## config.mk

```make
export PLATFORM = sky130hd
export DESIGN_NAME = lru_key_value_cache_core_flat
export DESIGN_NICKNAME = d
export VERILOG_FILES = /design/src/sv/lruc_pkg.sv /design/src/sv/lruc_ifs.sv /design/src/sv/lru_key_value_cache_core.sv /design/src/sv/lruc_ctrl.sv /design/src/sv/lruc_dp.sv /design/src/flat_wrapper.sv
export SDC_FILE = /design/constraint.sdc
export NUM_CORES = 2
export LEC_CHECK = 0
export CAP_MARGIN = 20
export CORE_MARGIN = 10
export CORE_UTILIZATION = 29
export DETAILED_ROUTE_END_ITERATION = 8
export DONT_BUFFER_PORTS = 1
export SYNTH_ARGS = -nofsm -noshare
export SYNTH_HDL_FRONTEND = slang
export SYNTH_SLANG_ARGS = --single-unit
```

## constraint.sdc

```tcl
create_clock -name clk -period 20.5 [get_ports clk]
set_clock_uncertainty 0.15 [all_clocks]
set_input_delay 4.1 -clock clk [delete_from_list [all_inputs] [get_ports clk]]
set_output_delay 4.1 -clock clk [all_outputs]
set_load 0.005 [all_outputs]
```

## src/sv/lruc_pkg.sv

```systemverilog
// Package with shared constants, operation codes and the controller command type.
package lruc_pkg;

  // Default sizes of the store and of the payload fields.
  localparam int ENTRIES_DEF    = 16;
  localparam int VALUE_BITS_DEF = 64;
  localparam int KEY_BITS_DEF   = 31;

  // Capacity register width and its value after reset.
  localparam int             CAP_BITS  = 5;
  localparam logic [CAP_BITS-1:0] CAP_RESET = 5'd16;

  // Operation codes carried in the mode field.
  localparam logic MODE_GET = 1'b0;
  localparam logic MODE_PUT = 1'b1;

  // Commands from the controller to the datapath.
  typedef struct packed {
    logic load_in;  // capture an accepted input transaction
    logic match;    // compare the key and plan the update
    logic update;   // apply the update and load the result register
    logic clear;    // capacity write: empty the store
  } lruc_cmd_t;

endpackage

```

## src/sv/lruc_ifs.sv

```systemverilog
// Channel interfaces for the input, result and configuration transactions.
interface lruc_in_if import lruc_pkg::*; #(
  parameter int KEY_BITS   = KEY_BITS_DEF,
  parameter int VALUE_BITS = VALUE_BITS_DEF
) ();
  logic                  valid;
  logic                  ready;
  logic                  mode;
  logic [KEY_BITS-1:0]   key;
  logic [VALUE_BITS-1:0] write_value;

  modport source (output valid, mode, key, write_value, input ready);
  modport sink   (input valid, mode, key, write_value, output ready);
endinterface

interface lruc_out_if import lruc_pkg::*; #(
  parameter int VALUE_BITS = VALUE_BITS_DEF
) ();
  logic                  valid;
  logic                  ready;
  logic                  hit;
  logic [VALUE_BITS-1:0] read_value;

  modport source (output valid, hit, read_value, input ready);
  modport sink   (input valid, hit, read_value, output ready);
endinterface

interface lruc_cfg_if import lruc_pkg::*; ();
  logic                valid;
  logic                ready;
  logic [CAP_BITS-1:0] data;

  modport source (output valid, data, input ready);
  modport sink   (input valid, data, output ready);
endinterface

```

## src/sv/lru_key_value_cache_core.sv

```systemverilog
// Top level of the fully associative key-value cache with LRU replacement.
// Each accepted transaction passes through a match cycle, which compares the key against
// every entry in parallel and reads the value memory, and an update cycle, which ages the
// entries, writes the memory and loads the result register. A new transaction is accepted
// in that update cycle, so back-to-back transactions overlap as long as results are taken;
// the result register holds a finished result while the next transaction is captured.
// A capacity write empties the store at once (no clearing pass) and is taken only while
// no transaction is in flight. Values above the store size act as the store size, and zero
// keeps nothing.
module lru_key_value_cache_core import lruc_pkg::*; #(
  parameter int ENTRIES    = ENTRIES_DEF,
  parameter int VALUE_BITS = VALUE_BITS_DEF,
  parameter int KEY_BITS   = KEY_BITS_DEF
) (
  input  logic clk,
  input  logic rst_n,
  lruc_in_if.sink    in_ch,
  lruc_out_if.source out_ch,
  lruc_cfg_if.sink   cfg_ch
);

  lruc_cmd_t cmd;

  lruc_ctrl u_ctrl (
    .clk       (clk),
    .rst_n     (rst_n),
    .in_valid  (in_ch.valid),
    .in_ready  (in_ch.ready),
    .cfg_valid (cfg_ch.valid),
    .cfg_ready (cfg_ch.ready),
    .out_valid (out_ch.valid),
    .out_ready (out_ch.ready),
    .cmd       (cmd)
  );

  lruc_dp #(
    .ENTRIES    (ENTRIES),
    .VALUE_BITS (VALUE_BITS),
    .KEY_BITS   (KEY_BITS)
  ) u_dp (
    .clk            (clk),
    .rst_n          (rst_n),
    .cmd            (cmd),
    .in_mode        (in_ch.mode),
    .in_key         (in_ch.key),
    .in_write_value (in_ch.write_value),
    .cfg_data       (cfg_ch.data),
    .out_hit        (out_ch.hit),
    .out_read_value (out_ch.read_value)
  );

endmodule

```

## src/sv/lruc_ctrl.sv

```systemverilog
// Controller state machine that sequences lookup, update and result hand-off.
module lruc_ctrl import lruc_pkg::*; (
  input  logic      clk,
  input  logic      rst_n,
  input  logic      in_valid,
  output logic      in_ready,
  input  logic      cfg_valid,
  output logic      cfg_ready,
  output logic      out_valid,
  input  logic      out_ready,
  output lruc_cmd_t cmd
);

  localparam logic [1:0] S_IDLE   = 2'd0;
  localparam logic [1:0] S_MATCH  = 2'd1;
  localparam logic [1:0] S_UPDATE = 2'd2;

  logic [1:0] state_r, state_nxt;
  logic       out_valid_r, out_valid_nxt;
  logic       out_free;
  logic       in_acc;
  logic       upd_go;

  // The result register can take a new result when empty or being drained.
  assign out_free  = !out_valid_r || out_ready;
  assign upd_go    = (state_r == S_UPDATE) && out_free;
  assign in_ready  = (state_r == S_IDLE) || upd_go;
  assign in_acc    = in_valid && in_ready;
  assign cfg_ready = (state_r == S_IDLE);
  assign out_valid = out_valid_r;

  // Commands to the datapath.
  always_comb begin
    cmd.load_in = in_acc;
    cmd.match   = (state_r == S_MATCH);
    cmd.update  = upd_go;
    cmd.clear   = cfg_valid && cfg_ready;
  end

  // Next state and result-valid logic.
  always_comb begin
    state_nxt     = state_r;
    out_valid_nxt = out_valid_r;
    if (out_valid_r && out_ready) begin
      out_valid_nxt = 1'b0;
    end
    case (state_r)
      S_IDLE: begin
        if (in_acc) begin
          state_nxt = S_MATCH;
        end
      end
      S_MATCH: begin
        state_nxt = S_UPDATE;
      end
      S_UPDATE: begin
        if (upd_go) begin
          out_valid_nxt = 1'b1;
          state_nxt     = in_acc ? S_MATCH : S_IDLE;
        end
      end
      default: begin
        state_nxt = S_IDLE;
      end
    endcase
  end

  always_ff @(posedge clk) begin
    if (!rst_n) begin
      state_r     <= S_IDLE;
      out_valid_r <= 1'b0;
    end else begin
      state_r     <= state_nxt;
      out_valid_r <= out_valid_nxt;
    end
  end

endmodule

```

## src/sv/lruc_dp.sv

```systemverilog
// Datapath with the key match, age ranks, value memory and result register.
module lruc_dp import lruc_pkg::*; #(
  parameter int ENTRIES    = ENTRIES_DEF,
  parameter int VALUE_BITS = VALUE_BITS_DEF,
  parameter int KEY_BITS   = KEY_BITS_DEF
) (
  input  logic                  clk,
  input  logic                  rst_n,
  input  lruc_cmd_t             cmd,
  input  logic                  in_mode,
  input  logic [KEY_BITS-1:0]   in_key,
  input  logic [VALUE_BITS-1:0] in_write_value,
  input  logic [CAP_BITS-1:0]   cfg_data,
  output logic                  out_hit,
  output logic [VALUE_BITS-1:0] out_read_value
);

  localparam int IW = $clog2(ENTRIES);
  localparam int CW = $clog2(ENTRIES + 1);

  // Input transaction registers.
  logic                  mode_r;
  logic [KEY_BITS-1:0]   key_r;
  logic [VALUE_BITS-1:0] val_r;

  // Entry state: valid bits, keys and age ranks in flops, values in memory.
  logic [ENTRIES-1:0]    valid_r;
  logic [KEY_BITS-1:0]   key_arr_r [ENTRIES];
  logic [IW-1:0]         age_r     [ENTRIES];
  logic [VALUE_BITS-1:0] val_mem   [ENTRIES];
  logic [VALUE_BITS-1:0] rd_data_r;
  logic [CW-1:0]         count_r;
  logic [CAP_BITS-1:0]   cap_r;

  // Plan registered at the end of the match cycle.
  logic          hit_r, hit_nxt;
  logic [IW-1:0] slot_r, slot_nxt;
  logic [CW-1:0] limit_r, limit_nxt;
  logic          promote_r, promote_nxt;
  logic          wr_val_r, wr_val_nxt;
  logic          set_key_r, set_key_nxt;
  logic          insert_r, insert_nxt;

  // Result register.
  logic                  out_hit_r;
  logic [VALUE_BITS-1:0] out_read_value_r;

  logic [ENTRIES-1:0] match;
  logic [IW-1:0]      found_idx;
  logic [IW-1:0]      found_age;
  logic [IW-1:0]      victim_idx;
  logic [IW-1:0]      free_idx;
  logic [CW-1:0]      eff_cap;
  logic [CW-1:0]      count_m1;

  // Capacity above the store size saturates to the store size.
  assign eff_cap  = (32'(cap_r) > ENTRIES) ? CW'(ENTRIES) : CW'(cap_r);
  assign count_m1 = count_r - 1'b1;

  // Parallel key compare against every valid entry.
  always_comb begin
    for (int i = 0; i < ENTRIES; i++) begin
      match[i] = valid_r[i] && (key_arr_r[i] == key_r);
    end
  end

  // Encode the hit slot, its age, the least recent slot and the first free slot.
  always_comb begin
    found_idx  = '0;
    found_age  = '0;
    victim_idx = '0;
    free_idx   = '0;
    for (int i = 0; i < ENTRIES; i++) begin
      if (match[i]) begin
        found_idx = IW'(i);
      end
      found_age = found_age | (match[i] ? age_r[i] : '0);
      if (valid_r[i] && (CW'(age_r[i]) == count_m1)) begin
        victim_idx = IW'(i);
      end
    end
    for (int i = ENTRIES - 1; i >= 0; i--) begin
      if (!valid_r[i]) begin
        free_idx = IW'(i);
      end
    end
  end

  // Decide what the transaction does to the store.
  always_comb begin
    hit_nxt     = |match;
    slot_nxt    = found_idx;
    limit_nxt   = CW'(found_age);
    promote_nxt = 1'b0;
    wr_val_nxt  = 1'b0;
    set_key_nxt = 1'b0;
    insert_nxt  = 1'b0;
    if (|match) begin
      promote_nxt = 1'b1;
      wr_val_nxt  = (mode_r == MODE_PUT);
    end else if ((mode_r == MODE_PUT) && (eff_cap != '0)) begin
      promote_nxt = 1'b1;
      wr_val_nxt  = 1'b1;
      set_key_nxt = 1'b1;
      if (count_r >= eff_cap) begin
        // Full store: the least recent entry is replaced in place.
        slot_nxt  = victim_idx;
        limit_nxt = count_m1;
      end else begin
        slot_nxt   = free_idx;
        limit_nxt  = count_r;
        insert_nxt = 1'b1;
      end
    end
  end

  // Input capture, plan registers and value memory.
  always_ff @(posedge clk) begin
    if (cmd.load_in) begin
      mode_r <= in_mode;
      key_r  <= in_key;
      val_r  <= in_write_value;
    end
    if (cmd.match) begin
      hit_r     <= hit_nxt;
      slot_r    <= slot_nxt;
      limit_r   <= limit_nxt;
      promote_r <= promote_nxt;
      wr_val_r  <= wr_val_nxt;
      set_key_r <= set_key_nxt;
      insert_r  <= insert_nxt;
      rd_data_r <= val_mem[found_idx];
    end
    if (cmd.update && wr_val_r) begin
      val_mem[slot_r] <= val_r;
    end
  end

  // Keys and age ranks; an unwritten entry is never read.
  always_ff @(posedge clk) begin
    if (cmd.update && promote_r) begin
      for (int i = 0; i < ENTRIES; i++) begin
        if (IW'(i) == slot_r) begin
          age_r[i] <= '0;
          if (set_key_r) begin
            key_arr_r[i] <= key_r;
          end
        end else if (valid_r[i] && (CW'(age_r[i]) < limit_r)) begin
          age_r[i] <= age_r[i] + 1'b1;
        end
      end
    end
  end

  // Valid bits, fill count and capacity.
  always_ff @(posedge clk) begin
    if (!rst_n) begin
      valid_r <= '0;
      count_r <= '0;
      cap_r   <= CAP_RESET;
    end else if (cmd.clear) begin
      valid_r <= '0;
      count_r <= '0;
      cap_r   <= cfg_data;
    end else if (cmd.update && insert_r) begin
      valid_r[slot_r] <= 1'b1;
      count_r         <= count_r + 1'b1;
    end
  end

  // Result register: the value is returned only on a get that hits.
  always_ff @(posedge clk) begin
    if (cmd.update) begin
      out_hit_r        <= hit_r;
      out_read_value_r <= (hit_r && (mode_r == MODE_GET)) ? rd_data_r : '0;
    end
  end

  assign out_hit        = out_hit_r;
  assign out_read_value = out_read_value_r;

endmodule

```

## src/flat_wrapper.sv

```systemverilog
// flat-port wrapper written by rule: the top's interface ports become plain ports
module lru_key_value_cache_core_flat import lruc_pkg::*;
#(
  parameter int ENTRIES    = ENTRIES_DEF,
  parameter int VALUE_BITS = VALUE_BITS_DEF,
  parameter int KEY_BITS   = KEY_BITS_DEF
)
  (clk, rst_n, in_ch_valid, in_ch_mode, in_ch_key, in_ch_write_value, in_ch_ready, out_ch_valid, out_ch_hit, out_ch_read_value, out_ch_ready, cfg_ch_valid, cfg_ch_data, cfg_ch_ready);
  lruc_in_if #(.KEY_BITS(KEY_BITS), .VALUE_BITS(VALUE_BITS)) in_ch_i ();
  lruc_out_if #(.VALUE_BITS(VALUE_BITS)) out_ch_i ();
  lruc_cfg_if cfg_ch_i ();
  input  logic clk;
  input  logic rst_n;
  input wire logic [$bits(in_ch_i.valid)-1:0] in_ch_valid;
  input wire logic [$bits(in_ch_i.mode)-1:0] in_ch_mode;
  input wire logic [$bits(in_ch_i.key)-1:0] in_ch_key;
  input wire logic [$bits(in_ch_i.write_value)-1:0] in_ch_write_value;
  output wire logic [$bits(in_ch_i.ready)-1:0] in_ch_ready;
  output wire logic [$bits(out_ch_i.valid)-1:0] out_ch_valid;
  output wire logic [$bits(out_ch_i.hit)-1:0] out_ch_hit;
  output wire logic [$bits(out_ch_i.read_value)-1:0] out_ch_read_value;
  input wire logic [$bits(out_ch_i.ready)-1:0] out_ch_ready;
  input wire logic [$bits(cfg_ch_i.valid)-1:0] cfg_ch_valid;
  input wire logic [$bits(cfg_ch_i.data)-1:0] cfg_ch_data;
  output wire logic [$bits(cfg_ch_i.ready)-1:0] cfg_ch_ready;
  assign in_ch_i.valid = in_ch_valid;
  assign in_ch_i.mode = in_ch_mode;
  assign in_ch_i.key = in_ch_key;
  assign in_ch_i.write_value = in_ch_write_value;
  assign in_ch_ready = in_ch_i.ready;
  assign out_ch_valid = out_ch_i.valid;
  assign out_ch_hit = out_ch_i.hit;
  assign out_ch_read_value = out_ch_i.read_value;
  assign out_ch_i.ready = out_ch_ready;
  assign cfg_ch_i.valid = cfg_ch_valid;
  assign cfg_ch_i.data = cfg_ch_data;
  assign cfg_ch_ready = cfg_ch_i.ready;
  lru_key_value_cache_core #(.ENTRIES(ENTRIES), .VALUE_BITS(VALUE_BITS), .KEY_BITS(KEY_BITS)) u_core (.clk(clk), .rst_n(rst_n), .in_ch(in_ch_i), .out_ch(out_ch_i), .cfg_ch(cfg_ch_i));
endmodule
```

==> flow_metrics.py <==
metrics = {
    "outcome": {
        "status": "complete, no violations",
    },
    "logic_synthesis": {
        "avgSynthCellArea_um2": 16.26,
        "synthAdderAreaFrac": 0.01176,
        "synthXorXnorAreaFrac": 0.06909,
        "yosys_warnings": 0,
        "synthFlopType": "edfxtp_1",
        "synth_compound_area_frac": 0.04930,
        "syn_inst": 4647,
        "synth_seq_cells": 1852,
        "synthMuxAreaShare": 0.05571,
        "synth_edf_count": 1823,
        "ys_async_sr_fraction": 0,
        "synth_top_family_by_area": "XOR/XNOR gates",
        "netlist_area_mm2": 0.07555,
        "synthesis.nets": 4824,
        "yosysUniqueCellTypes": 67,
        "yosysSeqAreaShare": 0.7322,
        "synth-simple-area-share": 0.06526,
    },
    "sta": {
        "period_minus_slack_ps": 9316,
        "finalCritPeriodShare": 0.4544,
        "tns_ps": 0,
        "worst_pin_slew_ps": 1200,
        "timing.final.max_slew_violations": 0,
        "hold_viol": 0,
        "setup_viol": 0,
        "max_slew_margin": 0.1939,
        "timing.hold.ws_ps": 347.6,
        "fin_ws_ps": 11180,
        "fmax_mhz": 107.3,
        "rsz0062_at_grt": "no",
    },
    "final_layout": {
        "fill_cells": 24540,
        "drive_gt1_frac": 0.1191,
        "ff_latch_area_mm2": 0.05532,
        "layoutNonFillerInstCount": 8308,
        "area_growth_pct": 14.37,
        "multi_input_area_mm2": 0.01933,
        "mostFrequentLayoutCells": "edfxtp_1, xnor2_1, mux2i_1, xor2_1, nor2_1",
        "fin_util": 0.3330,
        "num-nets-final": 4916,
        "final_common_cell": "edfxtp_1",
    },
    "floorplan": {
        "die_area_mm2": 0.2813,
        "core_area_mm2": 0.2595,
        "initial_core_util": 0.2912,
        "placement_rows": 187,
        "die_height_um": 530.4,
        "die_w_um": 530.4,
        "io_pins": 174,
    },
    "clock_network": {
        "cts_setup_buffers": 0,
        "clock_latency_ps": 850,
        "htreeDepth": 4,
        "cts_tree": "yes",
        "clkTransAtPathRegs_ps": 60,
        "clockBufferDepth": 3,
        "cts_root_buf": "clkbuf_16",
        "postCtsHoldBufs": 0,
        "cts_resized": 0,
        "clkSinkCount": 1852,
        "cts-buffers-inserted": 185,
    },
    "detailed_routing": {
        "drtIter0Drc": 3436,
        "drc": 0,
        "wirelength_um": 201000,
        "ant_nets": 0,
        "vias_per_cell": 4.972,
        "drtPass1Iterations": 5,
        "dr_total_vias": 41310,
        "wl_per_cell_um": 24.20,
    },
    "global_routing": {
        "grt_pass1_wl_um": 289700,
        "grt_max_degree": 136,
        "grt_overflow": 0,
        "first_global_vias": 41340,
        "grt_usage": 0.1380,
        "antenna_found_initial": 42,
    },
    "power_and_ir_drop": {
        "ir_drop_mv": 0.07375,
        "leakage_nw": 28.58,
        "power.density_mw_per_mm2": 91.36,
    },
    "min_path": {
        "hp-class": "reg -> reg",
    },
    "placement": {
        "dp_cells": 7954,
        "dp_hpwl_um": 115300,
        "pre_cts_ws_ps": 11190,
        "gp_congestion": 0.8308,
        "port_buffers": 0,
    },
    "flow_run": {
        "maxCapViolations": 0,
    },
    "setup_path": {
        "arrival_ps": 5070,
        "crit_fanout": 21,
        "worstPathRequired_ps": 16250,
        "critPathKind": "in -> out",
        "start_kind": "primary input",
        "cp-end-kind": "primary output",
        "reg2reg_slack_ps": 13780,
    },
}
-- critical path, cell delays in order --
cell and delay, ps:
nand2b_1 170, nor2b_4 150, buf_4 250, or2_2 380
-- where the power goes --
part | total (W) | leakage [nW] | internal [W] | switching, W
sequential | 0.00425 | 16.6 | 0.00420 | 0.0000484
combinational | 0.000219 | 8.99 | 0.0000610 | 0.000158
clock | 0.00343 | 2.99 | 0.00196 | 0.00147
total | 0.00789 | 28.6 | 0.00622 | 0.00168
-- sequential cells by signal, summed over array words and instances, names as in the netlist, 16 cells and up --
signal and count:
u_core.u_dp.rd_data_r 64, u_core.u_dp.val_mem 1024, u_core.u_dp.key_arr_r 496, u_core.u_dp.age_r 64, u_core.u_dp.out_read_value 64, u_core.u_dp.val_r 64
u_core.u_dp.valid_r 16, u_core.u_dp.key_r 31
-- worst paths after layout --
path,start,to,cells past startpoint
worst min-delay path,u_core.u_dp.valid_r[2],u_core.u_dp.valid_r[2],2
worst max-delay path,out_ch_ready,in_ch_ready,4
worst min register to register,u_core.u_dp.valid_r[2],u_core.u_dp.valid_r[2],2
worst max register to register,u_core.u_dp.key_r[10],u_core.u_dp.rd_data_r[51],14
-- cells by family after synthesis --
kind of cell	after synthesis
AND/OR/NAND/NOR	908
flip-flops	1852
buffers and inverters	293
AO/OA/AOI/OAI	520
multiplexers	407
XOR/XNOR	596
adder cells (fa/ha/maj)	71
-- routing by layer --
metal  up-vias  track usage  wire length, um
met4        24      0.04333             5443
met1     21250       0.1842            87340
met5         -            0              169
met3       318      0.02659            13260
li1      18340            -                -
met2      1375       0.2268            94830
-- cell usage after synthesis, drive strengths merged, types with 30 or more instances --
library cell,instances,share of area
xor2,277,0.032
ha,71,0.012
inv,61,0.0030
xnor2,319,0.037
a21o,32,0.0032
o211ai,48,0.0048
nand4,168,0.014
or3,69,0.0057
clkbuf,127,0.0063
mux2i,299,0.040
buf,105,0.0073
nor4,117,0.010
nand2,70,0.0035
nand3,70,0.0046
nor2,229,0.011
a21oi,33,0.0022
a221oi,30,0.0035
edfxtp,1823,0.72
and2,75,0.0062
o22ai,174,0.014
o221ai,89,0.010
mux2,108,0.016
o21ai,34,0.0023
-- layout make-up --
class,count,area share
Antenna cell,13,0.0003765
Multi-Input combinational cell,2502,0.2237
Tap cell,3402,0.04926
Clock inverter,112,0.01503
Sequential cell,1852,0.6402
Timing Repair Buffer,137,0.01219
Clock buffer,229,0.05657
Inverter,61,0.002650
-- metrics by stage --
step | cell area (um2) | total power [W]
finish | 86410 | 0.007894
global route | 86400 | 0.008134
CTS | 86380 | 0.007966
floorplan | 75550 | 0.004440
global placement | 80190 | 0.004540
detailed placement | 80190 | 0.004546
(Power assumes the default switching activity.)
